==> config.mk <==
export PLATFORM = sky130hd
export DESIGN_NAME = gradient_color_map_sampler_unit
export DESIGN_NICKNAME = d
export VERILOG_FILES = /design/src/rtl/core/gcms_pkg.sv /design/src/rtl/core/gcms_cell.sv /design/src/rtl/core/gcms_div.sv /design/src/rtl/core/gradient_color_map_sampler_unit.sv
export SDC_FILE = /design/constraint.sdc
export NUM_CORES = 2
export LEC_CHECK = 0
export ABC_AREA = 1
export BUFFER_PORTS_ARGS = -buffer_cell sky130_fd_sc_hd__clkbuf_2
export CAP_MARGIN = 40
export CELL_PAD_IN_SITES_DETAIL_PLACEMENT = 1
export CELL_PAD_IN_SITES_GLOBAL_PLACEMENT = 2
export CORE_ASPECT_RATIO = 2
export CORE_MARGIN = 3
export CORE_UTILIZATION = 28
export CTS_CLUSTER_DIAMETER = 100
export DETAILED_ROUTE_END_ITERATION = 12
export GPL_TIMING_DRIVEN = 0
export PLACE_DENSITY_LB_ADDON = 0.12
export SLEW_MARGIN = 20
export SYNTH_ARGS = -nofsm -noshare
export SYNTH_HDL_FRONTEND = slang
export SYNTH_SLANG_ARGS = --single-unit
==> constraint.sdc <==
create_clock -name clock -period 10.8 [get_ports clock]
set_input_delay 1.62 -clock clock [delete_from_list [all_inputs] [get_ports clock]]
set_output_delay 1.62 -clock clock [all_outputs]
set_load 0.05 [all_outputs]
==> src/rtl/core/gcms_pkg.sv <==
// shared types and constants of the gradient colour map sampler
package gcms_pkg;

   localparam int FRAC_BITS    = 16;
   localparam int POS_W        = FRAC_BITS + 1;
   localparam int COL_W        = 32;
   localparam int MAX_STOPS_DEF = 8;
   localparam int MIN_SPAN     = 7;

   localparam logic [POS_W-1:0] POS_ONE = POS_W'(1) << FRAC_BITS;

   localparam logic [1:0] CMD_WRITE  = 2'd0;
   localparam logic [1:0] CMD_SAMPLE = 2'd1;
   localparam logic [1:0] CMD_ANIM   = 2'd2;
   localparam logic [1:0] CMD_TICK   = 2'd3;

   localparam logic [2:0] REG_STOP_COUNT  = 3'd0;
   localparam logic [2:0] REG_BEAT_ENABLE = 3'd1;
   localparam logic [2:0] REG_BRIGHT_LOW  = 3'd2;
   localparam logic [2:0] REG_BRIGHT_HIGH = 3'd3;
   localparam logic [2:0] REG_ANIM_SPEED  = 3'd4;
   localparam logic [2:0] REG_ANIM_OFFSET = 3'd5;

   typedef struct packed {
      logic             valid;
      logic             found;
      logic [POS_W-1:0] u;
      logic [POS_W-1:0] lo_pos;
      logic [POS_W-1:0] hi_pos;
      logic [POS_W-1:0] first_pos;
      logic [POS_W-1:0] last_pos;
      logic [COL_W-1:0] lo_col;
      logic [COL_W-1:0] hi_col;
      logic [COL_W-1:0] first_col;
      logic [COL_W-1:0] last_col;
   } gcms_qry_type;

endpackage

==> src/rtl/core/gcms_cell.sv <==
// one stop cell: holds a stop and checks the passing query against it and its neighbour
module gcms_cell #(
   parameter int IDX   = 0,
   parameter int CNT_W = 4
) (
   input  logic                          clock,
   input  logic                          reset,
   input  logic                          wr_en,
   input  logic [2:0]                    wr_idx,
   input  logic [gcms_pkg::POS_W-1:0]    wr_pos,
   input  logic [gcms_pkg::COL_W-1:0]    wr_col,
   input  logic [CNT_W-1:0]              n,
   input  logic [gcms_pkg::POS_W-1:0]    nxt_pos,
   input  logic [gcms_pkg::COL_W-1:0]    nxt_col,
   input  gcms_pkg::gcms_qry_type        qry_in,
   output gcms_pkg::gcms_qry_type        qry_out,
   output logic [gcms_pkg::POS_W-1:0]    pos,
   output logic [gcms_pkg::COL_W-1:0]    col
);
   import gcms_pkg::*;

   logic [POS_W-1:0] pos_ff;
   logic [COL_W-1:0] col_ff;
   gcms_qry_type     qry_ff, qry_in_c;
   logic             pair_ok, hit;

   always_ff @(posedge clock) begin
      if (wr_en && (int'(wr_idx) == IDX)) begin
         pos_ff <= wr_pos;
         col_ff <= wr_col;
      end
   end

   always_comb begin
      qry_in_c = qry_in;
      pair_ok  = n > CNT_W'(IDX + 1);
      hit      = pair_ok && !qry_in.found && (qry_in.u >= pos_ff) && (qry_in.u <= nxt_pos);
      if (IDX == 0) begin
         qry_in_c.first_pos = pos_ff;
         qry_in_c.first_col = col_ff;
      end
      if (n == CNT_W'(IDX + 1)) begin
         qry_in_c.last_pos = pos_ff;
         qry_in_c.last_col = col_ff;
      end
      if (hit) begin
         qry_in_c.found  = 1'b1;
         qry_in_c.lo_pos = pos_ff;
         qry_in_c.lo_col = col_ff;
         qry_in_c.hi_pos = nxt_pos;
         qry_in_c.hi_col = nxt_col;
      end
   end

   always_ff @(posedge clock) begin
      if (reset) begin
         qry_ff.valid <= 1'b0;
      end else begin
         qry_ff.valid <= qry_in_c.valid;
      end
      qry_ff.found     <= qry_in_c.found;
      qry_ff.u         <= qry_in_c.u;
      qry_ff.lo_pos    <= qry_in_c.lo_pos;
      qry_ff.hi_pos    <= qry_in_c.hi_pos;
      qry_ff.first_pos <= qry_in_c.first_pos;
      qry_ff.last_pos  <= qry_in_c.last_pos;
      qry_ff.lo_col    <= qry_in_c.lo_col;
      qry_ff.hi_col    <= qry_in_c.hi_col;
      qry_ff.first_col <= qry_in_c.first_col;
      qry_ff.last_col  <= qry_in_c.last_col;
   end

   assign qry_out = qry_ff;
   assign pos     = pos_ff;
   assign col     = col_ff;

endmodule

==> src/rtl/core/gcms_div.sv <==
// restoring divider, one quotient bit a cycle, for the local fraction
module gcms_div (
   input  logic                       clock,
   input  logic                       reset,
   input  logic                       start,
   input  logic [gcms_pkg::POS_W-1:0] dividend,
   input  logic [gcms_pkg::POS_W-1:0] divisor,
   output logic                       done,
   output logic [gcms_pkg::POS_W-1:0] quotient
);
   import gcms_pkg::*;

   localparam int CW = $clog2(POS_W + 1);

   logic [POS_W:0]   rem_ff, rem_in, rem_sub, rem_sel;
   logic [POS_W-1:0] quo_ff, quo_in, div_ff;
   logic [CW-1:0]    cnt_ff;
   logic             busy_ff, done_ff, ge;

   always_comb begin
      ge      = rem_ff >= {1'b0, div_ff};
      rem_sub = rem_ff - {1'b0, div_ff};
      rem_sel = ge ? rem_sub : rem_ff;
      rem_in  = {rem_sel[POS_W-1:0], 1'b0};
      quo_in  = {quo_ff[POS_W-2:0], ge};
   end

   always_ff @(posedge clock) begin
      if (reset) begin
         busy_ff <= 1'b0;
         done_ff <= 1'b0;
      end else begin
         done_ff <= busy_ff && (cnt_ff == CW'(1));
         if (start) begin
            busy_ff <= 1'b1;
         end else if (busy_ff && (cnt_ff == CW'(1))) begin
            busy_ff <= 1'b0;
         end
      end
      if (start) begin
         rem_ff <= {1'b0, dividend};
         div_ff <= divisor;
         quo_ff <= '0;
         cnt_ff <= CW'(POS_W);
      end else if (busy_ff) begin
         rem_ff <= rem_in;
         quo_ff <= quo_in;
         cnt_ff <= cnt_ff - CW'(1);
      end
   end

   assign done     = done_ff;
   assign quotient = quo_ff;

endmodule

==> src/rtl/core/gradient_color_map_sampler_unit.sv <==
// top level of the gradient colour map sampler
// Write-stop and tick items take effect at the edge they are accepted and give no result,
// so they can follow each other in every cycle. A sample item walks a query through the row
// of MAX_STOPS stop cells, one cell a cycle, and the stop pair is picked at the tail of the
// row in the cycle the last cell hands the query on. The serial divider follows when the
// span is wide enough and the position lies inside it. The four channels are then blended
// and modulated one after another, the result register is loaded, and the block returns to
// idle to take the next item; it takes no new item while a sample is under way. The result
// register lets the next item in while a result waits. A result that is still waiting there
// holds the next sample in its load cycle until the receiver takes it.
module gradient_color_map_sampler_unit #(
   parameter int MAX_STOPS = gcms_pkg::MAX_STOPS_DEF
) (
   input  logic                       clock,
   input  logic                       reset,
   input  logic                       req_valid,
   output logic                       req_ready,
   input  logic [1:0]                 req_command,
   input  logic [2:0]                 req_stop_index,
   input  logic [16:0]                req_stop_position,
   input  logic [7:0]                 req_stop_red,
   input  logic [7:0]                 req_stop_green,
   input  logic [7:0]                 req_stop_blue,
   input  logic [7:0]                 req_stop_alpha,
   input  logic signed [17:0]         req_position,
   input  logic [8:0]                 req_beat_intensity,
   input  logic [15:0]                req_delta_time,
   output logic                       rsp_valid,
   input  logic                       rsp_ready,
   output logic [7:0]                 rsp_red,
   output logic [7:0]                 rsp_green,
   output logic [7:0]                 rsp_blue,
   output logic [7:0]                 rsp_alpha,
   input  logic                       csr_write_enable,
   input  logic [2:0]                 csr_index,
   input  logic [15:0]                csr_write_data
);
   import gcms_pkg::*;

   localparam int CNT_W = $clog2(MAX_STOPS + 1) > 4 ? $clog2(MAX_STOPS + 1) : 4;

   localparam logic [2:0] S_IDLE   = 3'd0;
   localparam logic [2:0] S_SEARCH = 3'd1;
   localparam logic [2:0] S_DIV    = 3'd2;
   localparam logic [2:0] S_INTERP = 3'd3;
   localparam logic [2:0] S_MOD    = 3'd4;
   localparam logic [2:0] S_DONE   = 3'd5;

   // configuration registers
   logic [3:0]  stop_count_ff;
   logic        beat_enable_ff;
   logic [9:0]  bright_low_ff, bright_high_ff;
   logic [15:0] anim_speed_ff, anim_offset_ff;
   logic [15:0] phase_ff, phase_in;

   logic [2:0]  state_ff, state_in;
   logic        accept, is_sample;

   // per-item working registers
   logic [8:0]        inten_ff;
   logic              mod_ff;
   logic [18:0]       gain_ff;
   logic [COL_W-1:0]  lo_col_ff, hi_col_ff;
   logic [POS_W-1:0]  frac_ff;
   logic [1:0]        chan_ff;
   logic [7:0]        c_ff;
   logic [7:0]        res_ff [4];
   logic              rsp_valid_ff;
   logic [7:0]        out_ff [4];

   logic [CNT_W-1:0]  n_sat;
   logic [POS_W-1:0]  wr_pos_sat, u_c;
   logic [COL_W-1:0]  wr_col;
   logic [31:0]       tick_prod;
   logic signed [19:0] sum_s;
   logic signed [18:0] t_c;

   gcms_qry_type      qry [MAX_STOPS+1];
   logic [POS_W-1:0]  cell_pos [MAX_STOPS];
   logic [COL_W-1:0]  cell_col [MAX_STOPS];

   gcms_qry_type      qo;
   logic              pick_first, pick_last, use_div;
   logic [POS_W-1:0]  sel_lo_pos, sel_hi_pos;
   logic [COL_W-1:0]  sel_lo_col, sel_hi_col;
   logic              div_done;
   logic [POS_W-1:0]  div_q;

   logic [8:0]        inten_sat;
   logic [18:0]       gain_c;
   logic [7:0]        ch_a, ch_b;
   logic [25:0]       blend;
   logic [26:0]       modp;
   logic [7:0]        mod_c;
   logic              load_out;

   assign accept    = req_valid && req_ready;
   assign is_sample = (req_command == CMD_SAMPLE) || (req_command == CMD_ANIM);
   assign req_ready = (state_ff == S_IDLE);

   // stop count saturated into the usable range
   always_comb begin
      if (stop_count_ff < 4'd2) begin
         n_sat = CNT_W'(2);
      end else if (CNT_W'(stop_count_ff) > CNT_W'(MAX_STOPS)) begin
         n_sat = CNT_W'(MAX_STOPS);
      end else begin
         n_sat = CNT_W'(stop_count_ff);
      end
   end

   always_comb begin
      wr_pos_sat = (req_stop_position > POS_ONE) ? POS_ONE : req_stop_position;
      wr_col     = {req_stop_red, req_stop_green, req_stop_blue, req_stop_alpha};
   end

   // tick: truncated phase increment, wrap at one
   always_comb begin
      tick_prod = req_delta_time * anim_speed_ff;
      phase_in  = phase_ff + tick_prod[23:8];
   end

   // sample position: animated items shift and wrap (a negative sum gives zero), then clamp to [0, one]
   always_comb begin
      sum_s = 20'(req_position) + $signed({4'b0, phase_ff}) + $signed({4'b0, anim_offset_ff});
      if (req_command == CMD_ANIM) begin
         t_c = sum_s[19] ? 19'sd0 : $signed({3'b0, sum_s[15:0]});
      end else begin
         t_c = 19'(req_position);
      end
      if (t_c[18]) begin
         u_c = '0;
      end else if (t_c[17:0] > 18'(POS_ONE)) begin
         u_c = POS_ONE;
      end else begin
         u_c = t_c[POS_W-1:0];
      end
   end

   always_ff @(posedge clock) begin
      if (reset) begin
         stop_count_ff  <= 4'd2;
         beat_enable_ff <= 1'b0;
         bright_low_ff  <= 10'd256;
         bright_high_ff <= 10'd256;
         anim_speed_ff  <= '0;
         anim_offset_ff <= '0;
         phase_ff       <= '0;
      end else begin
         if (csr_write_enable) begin
            unique case (csr_index)
               REG_STOP_COUNT:  stop_count_ff  <= csr_write_data[3:0];
               REG_BEAT_ENABLE: beat_enable_ff <= csr_write_data[0];
               REG_BRIGHT_LOW:  bright_low_ff  <= csr_write_data[9:0];
               REG_BRIGHT_HIGH: bright_high_ff <= csr_write_data[9:0];
               REG_ANIM_SPEED:  anim_speed_ff  <= csr_write_data;
               REG_ANIM_OFFSET: anim_offset_ff <= csr_write_data;
               default: ;
            endcase
         end
         if (accept && (req_command == CMD_TICK) && (anim_speed_ff != '0)) begin
            phase_ff <= phase_in;
         end
      end
   end

   // query injected at the head of the cell row
   always_comb begin
      qry[0]       = '0;
      qry[0].valid = accept && is_sample;
      qry[0].u     = u_c;
   end

   for (genvar i = 0; i < MAX_STOPS; i++) begin : g_cell
      logic [POS_W-1:0] nxt_pos;
      logic [COL_W-1:0] nxt_col;
      if (i + 1 < MAX_STOPS) begin : g_nxt
         assign nxt_pos = cell_pos[i+1];
         assign nxt_col = cell_col[i+1];
      end else begin : g_end
         assign nxt_pos = '0;
         assign nxt_col = '0;
      end
      gcms_cell #(
         .IDX   (i),
         .CNT_W (CNT_W)
      ) u_cell (
         .clock   (clock),
         .reset   (reset),
         .wr_en   (accept && (req_command == CMD_WRITE)),
         .wr_idx  (req_stop_index),
         .wr_pos  (wr_pos_sat),
         .wr_col  (wr_col),
         .n       (n_sat),
         .nxt_pos (nxt_pos),
         .nxt_col (nxt_col),
         .qry_in  (qry[i]),
         .qry_out (qry[i+1]),
         .pos     (cell_pos[i]),
         .col     (cell_col[i])
      );
   end

   // pair selection at the tail of the row
   always_comb begin
      qo         = qry[MAX_STOPS];
      pick_first = qo.u <= qo.first_pos;
      pick_last  = qo.u >= qo.last_pos;
      sel_lo_pos = qo.found ? qo.lo_pos : qo.first_pos;
      sel_hi_pos = qo.found ? qo.hi_pos : qo.last_pos;
      sel_lo_col = qo.found ? qo.lo_col : qo.first_col;
      sel_hi_col = qo.found ? qo.hi_col : qo.last_col;
      if (pick_first) begin
         sel_lo_col = qo.first_col;
         sel_hi_col = qo.first_col;
      end else if (pick_last) begin
         sel_lo_col = qo.last_col;
         sel_hi_col = qo.last_col;
      end
      // narrow span keeps the lower colour
      use_div = !pick_first && !pick_last &&
                ({1'b0, sel_hi_pos} >= {1'b0, sel_lo_pos} + (POS_W+1)'(MIN_SPAN)) &&
                (qo.u >= sel_lo_pos);
   end

   gcms_div u_div (
      .clock    (clock),
      .reset    (reset),
      .start    ((state_ff == S_SEARCH) && qo.valid && use_div),
      .dividend (qo.u - sel_lo_pos),
      .divisor  (sel_hi_pos - sel_lo_pos),
      .done     (div_done),
      .quotient (div_q)
   );

   // brightness gain, Q2.16
   always_comb begin
      inten_sat = (inten_ff > 9'd256) ? 9'd256 : inten_ff;
      gain_c    = {9'd0, bright_low_ff} * {10'd0, 9'd256 - inten_sat} +
                  {9'd0, bright_high_ff} * {10'd0, inten_sat};
   end

   // one channel at a time: blend, then modulate all channels but alpha
   always_comb begin
      ch_a  = lo_col_ff[8*(3-chan_ff) +: 8];
      ch_b  = hi_col_ff[8*(3-chan_ff) +: 8];
      blend = {18'd0, ch_a} * {9'd0, POS_ONE - frac_ff} +
              {18'd0, ch_b} * {9'd0, frac_ff} + 26'd32768;
      modp  = {19'd0, c_ff} * {8'd0, gain_ff} + 27'd32768;
      if (mod_ff && (chan_ff != 2'd3)) begin
         mod_c = (modp[26:16] > 11'd255) ? 8'd255 : modp[23:16];
      end else begin
         mod_c = c_ff;
      end
   end

   assign load_out = (state_ff == S_DONE) && (!rsp_valid_ff || rsp_ready);

   always_comb begin
      state_in = state_ff;
      unique case (state_ff)
         S_IDLE:   if (accept && is_sample) state_in = S_SEARCH;
         S_SEARCH: if (qo.valid) state_in = use_div ? S_DIV : S_INTERP;
         S_DIV:    if (div_done) state_in = S_INTERP;
         S_INTERP: state_in = S_MOD;
         S_MOD:    state_in = (chan_ff == 2'd3) ? S_DONE : S_INTERP;
         S_DONE:   if (load_out) state_in = S_IDLE;
         default:  state_in = S_IDLE;
      endcase
   end

   always_ff @(posedge clock) begin
      if (reset) begin
         state_ff     <= S_IDLE;
         rsp_valid_ff <= 1'b0;
      end else begin
         state_ff <= state_in;
         if (load_out) begin
            rsp_valid_ff <= 1'b1;
         end else if (rsp_ready) begin
            rsp_valid_ff <= 1'b0;
         end
      end
   end

   always_ff @(posedge clock) begin
      if (accept && is_sample) begin
         inten_ff <= req_beat_intensity;
         mod_ff   <= beat_enable_ff && (req_beat_intensity != '0);
      end
      if (state_ff == S_SEARCH) begin
         gain_ff <= gain_c;
      end
      if ((state_ff == S_SEARCH) && qo.valid) begin
         lo_col_ff <= sel_lo_col;
         hi_col_ff <= sel_hi_col;
         frac_ff   <= '0;
         chan_ff   <= 2'd0;
      end
      if ((state_ff == S_DIV) && div_done) begin
         frac_ff <= (div_q > POS_ONE) ? POS_ONE : div_q;
      end
      if (state_ff == S_INTERP) begin
         c_ff <= blend[23:16];
      end
      if (state_ff == S_MOD) begin
         res_ff[chan_ff] <= mod_c;
         chan_ff         <= chan_ff + 2'd1;
      end
      if (load_out) begin
         out_ff <= res_ff;
      end
   end

   assign rsp_valid = rsp_valid_ff;
   assign rsp_red   = out_ff[0];
   assign rsp_green = out_ff[1];
   assign rsp_blue  = out_ff[2];
   assign rsp_alpha = out_ff[3];

endmodule

Word level (Yosys, flattened, before mapping)
Cells that the tools add are included.

Register bits after elaboration: 2432. Input port bits: 121. Output and inout bits: 34.

$add $sub $neg: 16. Multipliers: 6. Order comparisons: 38. Eq/ne operators: 35. Shifts and indexed selects: 2. Muxes and demuxes: 69. Bitwise gates (word level): 1. Reductions and logical operators: 77.

Operators by type and width (count): $mux 64 (7); $mux 32 (13); $mux 17 (18); $mux 34 (7); $ge 17x17->1 (10); $le 17x17->1 (8); $shiftx 32x33->8 (2); $sub 17x17->17 (3); $mul 8x17->24 (2); $logic_and 1x1->1 (47); $mul 10x9->19 (2); $gt 17x17->1 const B (2); $bwmux 32 (1); $add 27x16->27 const B (1); $mul 8x19->27 (1); $add 24x16->24 const B (1); $add 24x24->24 (1); $eq 3x3->1 const B (8); $mul 16x16->24 (1); $mux 8 (3); $add 19x17->20 (1); $add 18x17->19 (1); $add 19x19->19 (1); $mux 19 (1); 49 further kinds (102).

Depth between registers and ports, before layout
Depth in word-level cells: 11. Gate-level depth with buffers: 35. Depth with buffers taken out: 34.

Cells and area by module
From an unflattened synthesis, not the netlist that was laid out.

Cell total of the unflattened synthesis: 12934. Area, all modules: 117796.7 µm².

Modules (own cells, without submodules): gradient_color_map_sampler_unit (times used 1, cells an instance 5640, area each 43768.2 µm²); gcms_cell at g_cell[0].u_cell (times used 1, cells an instance 885, area each 9048.7 µm²); gcms_cell at g_cell[4].u_cell (times used 1, cells an instance 849, area each 8889.8 µm²); gcms_cell at g_cell[1].u_cell (times used 1, cells an instance 920, area each 8879.8 µm²); gcms_cell at g_cell[2].u_cell (times used 1, cells an instance 849, area each 8871.0 µm²); gcms_cell at g_cell[6].u_cell (times used 1, cells an instance 840, area each 8737.1 µm²); gcms_cell at g_cell[5].u_cell (times used 1, cells an instance 834, area each 8682.1 µm²); gcms_cell at g_cell[3].u_cell (times used 1, cells an instance 834, area each 8679.6 µm²); gcms_cell at g_cell[7].u_cell (times used 1, cells an instance 835, area each 8678.3 µm²); gcms_div (times used 1, cells an instance 448, area each 3562.2 µm²).

Worst setup path after synthesis
No wires, ideal clock.

Kind: input to register. Start: input req_delta_time[7]. End: register phase_ff[15]. Library setup time: 0.113 ns. Arrival: 7.910 ns. Required time: 10.687 ns. Path slack: 2.777 ns. Stages on the path: 35. Cell sequence: clkbuf_1 > clkbuf_1 > nand2_1 > fa_1 > inv_1 > fa_1 > inv_1 > fa_1 > inv_1 > fa_1 > fa_1 > inv_1 > fa_1 > inv_1 > ha_1 > nand2_1 > nor4_1 > nand2_1 > nand2_1 > a31oi_1 > o21ai_0 > xor2_1 > ha_1 > nand2_1 > nor2_1 > inv_1 > nor3_1 > a21oi_1 > nand3b_1 > nand2_1 > nand2_1 > nand3_1 > nand2_1 > nand2_1 > nor2_1.

Cells in the longest elaborated chain, start to end: 2.

Ends and longest elaborated chain: start: declaration (RTL line gradient_color_map_sampler_unit.sv:27) `input logic [15:0] req_delta_time,`; $mul 16x16->24 (RTL line gradient_color_map_sampler_unit.sv:119) `tick_prod = req_delta_time * anim_speed_ff;`; $add 16x16->16 (RTL line gradient_color_map_sampler_unit.sv:120) `phase_in = phase_ff + tick_prod[23:8];`; end signal: assignment (RTL line gradient_color_map_sampler_unit.sv:162) `phase_ff <= phase_in;`; end: declaration (RTL line gradient_color_map_sampler_unit.sv:54) `logic [15:0] phase_ff, phase_in;`.

Every way passes these cells. A chain may end at the register's enable or synchronous reset.

Worst setup path in the final report
Start: register frac_ff[0]. End: register c_ff[7], data pin.

Cells in the longest elaborated chain, start to end: 4. Elaborated cells on any way between the ends: 5. Those cells by class: 3 x add/sub; 2 x mul.

Ends and longest elaborated chain: start: declaration (RTL line gradient_color_map_sampler_unit.sv:64) `logic [POS_W-1:0] frac_ff;`; start signal: assignment (RTL line gradient_color_map_sampler_unit.sv:301) `frac_ff <= (div_q > POS_ONE) ? POS_ONE : div_q;`; $sub 17x17->17 (RTL line gradient_color_map_sampler_unit.sv:247) `blend = {18'd0, ch_a} * {9'd0, POS_ONE - frac_ff} +`; $mul 8x17->24 (RTL line gradient_color_map_sampler_unit.sv:247); $add 24x24->24 (*) (RTL line gradient_color_map_sampler_unit.sv:247); $add 24x16->24 (*) (RTL line gradient_color_map_sampler_unit.sv:248) `{18'd0, ch_b} * {9'd0, frac_ff} + 26'd32768;`; via blend[23] (RTL line gradient_color_map_sampler_unit.sv:92) `logic [25:0] blend;`; end signal: assignment (RTL line gradient_color_map_sampler_unit.sv:304) `c_ff <= blend[23:16];`; end: declaration (RTL line gradient_color_map_sampler_unit.sv:66) `logic [7:0] c_ff;`.

The timed path passes the listed nets; every way through them passes the cells marked *.

==> run_results.csv <==
group,metric,value,unit
run_status,outcome,"completed",
worst_setup_path,slowest_stage,"nor4_1",
worst_setup_path,cp-start-kind,"flip-flop",
grt,grt_usage,20.4,%
worst_setup_path,crit_path_max_fanout,10,
final_layout,layout-drive-gt1-share,7.53,%
worst_setup_path,cp-endpoint,"c_ff[7]$_DFFE_PN_",
grt,grt_start_max_net_pins,61,
final_layout,layout_commonest_cell,"nand2_1",
power_and_ir_drop,pwr-share-clk,30.3,%
route,ant_nets,0,
worst_setup_path,endpoint_kind,"flip-flop",
place,hpwl,357,mm
final_layout,layout_common_cells,"nand2_1 (2720), dfxtp_1 (1822), inv_1 (1683)",
clocking,cts_htree_levels,4,
timing,final_hold_viol_count,0,
worst_setup_path,crit_type,"flip-flop to flip-flop",
worst_hold_path,hold_class,"flip-flop to flip-flop",
power_and_ir_drop,p_total,0.0281,W
floorplanning,die_w,452,um
timing,drv_slew,0,
timing,layout_min_cycle_time,10.02,ns
final_layout,area.growth.synth_to_final,15.2,%
clocking,clk_pin_slew,0.07,ns
clocking,cts_tree,"built",
clocking,post_cts_buffers,0,
clocking,cts_buffers,228,
worst_setup_path,reg2reg_depth,30,
power_and_ir_drop,peakVddDrop,0.248,mV
floorplanning,io_pins,155,
route,dr.first_iter.drc_count,2928,
worst_setup_path,r2r-end,"c_ff[7]$_DFFE_PN_",
worst_setup_path,startpoint,"frac_ff[0]$_SDFFCE_PN0P_",
worst_setup_path,crit_required,11.40,ns
power_and_ir_drop,p_switching,0.0102,W
logic_synthesis,synth_area_leaders,"dfxtp_1 (33%), edfxtp_1 (16%), fa_1 (12%)",
final_layout,nets,13700,
grt,grt-ovfl-total,0,
power_and_ir_drop,combPwrFrac,33.2,%
place,dp_slack,0.735,ns
route,wl_per_cell,23.5,um
timing,slew-limit-headroom,37.1,%
worst_setup_path,reg2reg_slack,0.78,ns
logic_synthesis,async_reset_ff_share,0,%
worst_hold_path,min_from,"g_cell[5].u_cell.qry_out[61]$_DFF_P_",
timing,whs,0.295,ns
timing,tightestPinTransition,0.943,ns
worst_setup_path,worstReg2RegStart,"frac_ff[0]$_SDFFCE_PN0P_",
route,drt-pass1-iter-count,5,
final_layout,post-route-util,32.5,%
timing,fin_ws,0.777,ns
floorplanning,core-area,0.395,sq mm
worst_setup_path,cp.arrival,10.62,ns
power_and_ir_drop,p_seq_share,36.4,%
route,vias,78200,
worst_setup_path,crit_top_cell,"inv_1",
clocking,root_buffer,"clkbuf_16",
clocking,cts.sinks,2432,
logic_synthesis,synth_area,0.111,sq mm
grt,antenna_found_initial,17,
route,vias_per_cell,4.42,
logic_synthesis,ys_warn_count,0,
logic_synthesis,avgSynthCellArea,9.49,sq um
timing,final.setup_skew,0.0990,ns
power_and_ir_drop,intPower,0.0179,W
place,dp_cells,17300,
grt,grt_pass1_vias,90000,
place,gp_congestion,0.985,
logic_synthesis,synth_edf_count,610,
timing,rsz0062_at_grt,"false",
place,port_buffers,144,
floorplanning,die-area,0.406,sq mm
logic_synthesis,ys_ff_latch,2432,
timing,fmax,99.8,MHz
logic_synthesis,ys_seq_area_share,49.2,%
clocking,cts_hold_buf,0,
floorplanning,die_h,898,um
logic_synthesis,yosysTopAreaCell,"dfxtp_1",
clocking,cts-resized-gates,0,
logic_synthesis,synth_ff_type,"dfxtp_1",
grt,grt_pass1_wl,606,mm
floorplanning,rows,326,
logic_synthesis,yosysUniqueCellTypes,68,
route,routed_wl,416,mm
timing,finalSetupViolCount,0,
final_layout,layoutNonFillerInstCount,17700,
power_and_ir_drop,p_sw_share,36.3,%
job,maxCapViolations,0,
floorplanning,start_util,28.2,%
timing,finalCritPeriodShare,92.8,%
power_and_ir_drop,p_leak,58.3,nW
clocking,clock_latency,0.96,ns
logic_synthesis,synth_cells,11700,
clocking,clockBufferDepth,4,
route,post-route-drc-count,0,
worst_setup_path,slowest_delay,0.77,ns
logic_synthesis,synth_top_cell_area_share,32.8,%
power_and_ir_drop,power.density_cell_area,219,mW/mm^2
-- per-stage QoR --
stage	TNS, ns	instance area [sq um]
floorplan	0	111000
global placement	-110.89	119000
detailed placement	0	120000
CTS	0	128000
global route	0	128000
finish	0	128000
-- state kept, by name, summed over array words and instances (netlist names), 17 cells and up --
| signal | cells |
|---|---|
| gain_ff | 19 |
| u_div.quotient | 17 |
| lo_col_ff | 32 |
| g_cell.u_cell.pos | 136 |
| g_cell.u_cell.qry_out | 1720 |
| g_cell.u_cell.col | 256 |
| hi_col_ff | 32 |
| u_div.div_ff | 17 |
| res_ff | 32 |
| frac_ff | 17 |
| u_div.rem_ff | 18 |
-- cell type report --
type,instances,area [sq um]
clock inverter,130,1380
sequential,2432,54800
clock buffer,291,6560
timing repair buffer,262,2050
fill,45400,267000
antenna,5,12.5
buffer,566,2310
inverter,1698,6380
multi-input combinational,7086,48200
tap,5248,6570
-- cell usage after synthesis, types with 51 or more instances --
| cell | count |
|---|---|
| ha_1 | 657 |
| nand4_1 | 367 |
| clkbuf_1 | 467 |
| nor3_1 | 51 |
| xor2_1 | 83 |
| xnor2_1 | 66 |
| inv_1 | 1684 |
| nand3_1 | 150 |
| mux2_2 | 65 |
| fa_1 | 648 |
| nor2_1 | 701 |
| buf_2 | 64 |
| dfxtp_1 | 1822 |
| o21ai_0 | 848 |
| edfxtp_1 | 610 |
| nand2_1 | 2720 |
| a21oi_1 | 386 |
-- metal layers --
metal  track usage, %  up-vias  part of all wire [%]
met1             18.0    38100                    32
met5                0        -                     0
met4             12.3        0                   7.1
li1                 -    38200                     -
met3             1.55      782                   1.8
met2             43.1     1119                    59
-- power groups by stage --
stage / registers (W) / clock network (W) / logic (W)
after floorplan: 0.0103 / 0 / 0.00611
after global placement: 0.0104 / 0 / 0.00933
after detailed placement: 0.0105 / 0 / 0.00949
after CTS: 0.0102 / 0.00882 / 0.00956
after global routing: 0.0103 / 0.00912 / 0.0105
final: 0.0102 / 0.00853 / 0.00934
-- cell families after synthesis --
kind of cell               synth area share [%]
other                                   0.00337
muxes                                     0.667
buffers and inverters                      7.80
adders and majority gates                  19.0
DFF                                        49.2
AOI/OAI and AO/OA                          6.83
and+or+nand+nor                            15.3
xor gates and xnor gates                   1.17
-- how the worst min path moves through the flow --
| stage | cells after the start | to | slack [ns] |
|---|---|---|---|
| 3_3_place_gp | 0 | g_cell[7].u_cell.qry_out[201]$_DFF_P_ | 0.31 |
| 3_5_place_dp | 0 | g_cell[1].u_cell.qry_out[159]$_DFF_P_ | 0.31 |
| 4_1_cts | 0 | g_cell[3].u_cell.qry_out[45]$_DFF_P_ | 0.30 |
| 6_report | 0 | g_cell[6].u_cell.qry_out[61]$_DFF_P_ | 0.30 |
| 5_1_grt | 0 | g_cell[6].u_cell.qry_out[61]$_DFF_P_ | 0.32 |
| 2_1_floorplan | 0 | g_cell[1].u_cell.qry_out[145]$_DFF_P_ | 0.31 |
-- worst max-delay path, delay by kind of cell (launching register included) --
kind,cells,cell delay [ns]
adders and majority gates,8,3.85
and+or+nand+nor,11,3.25
buffers and inverters,8,1.44
DFF,1,0.67
AOI/OAI and AO/OA,2,0.32
xor gates and xnor gates,1,0.17
No activity file was read; power rests on OpenSTA's default activity.
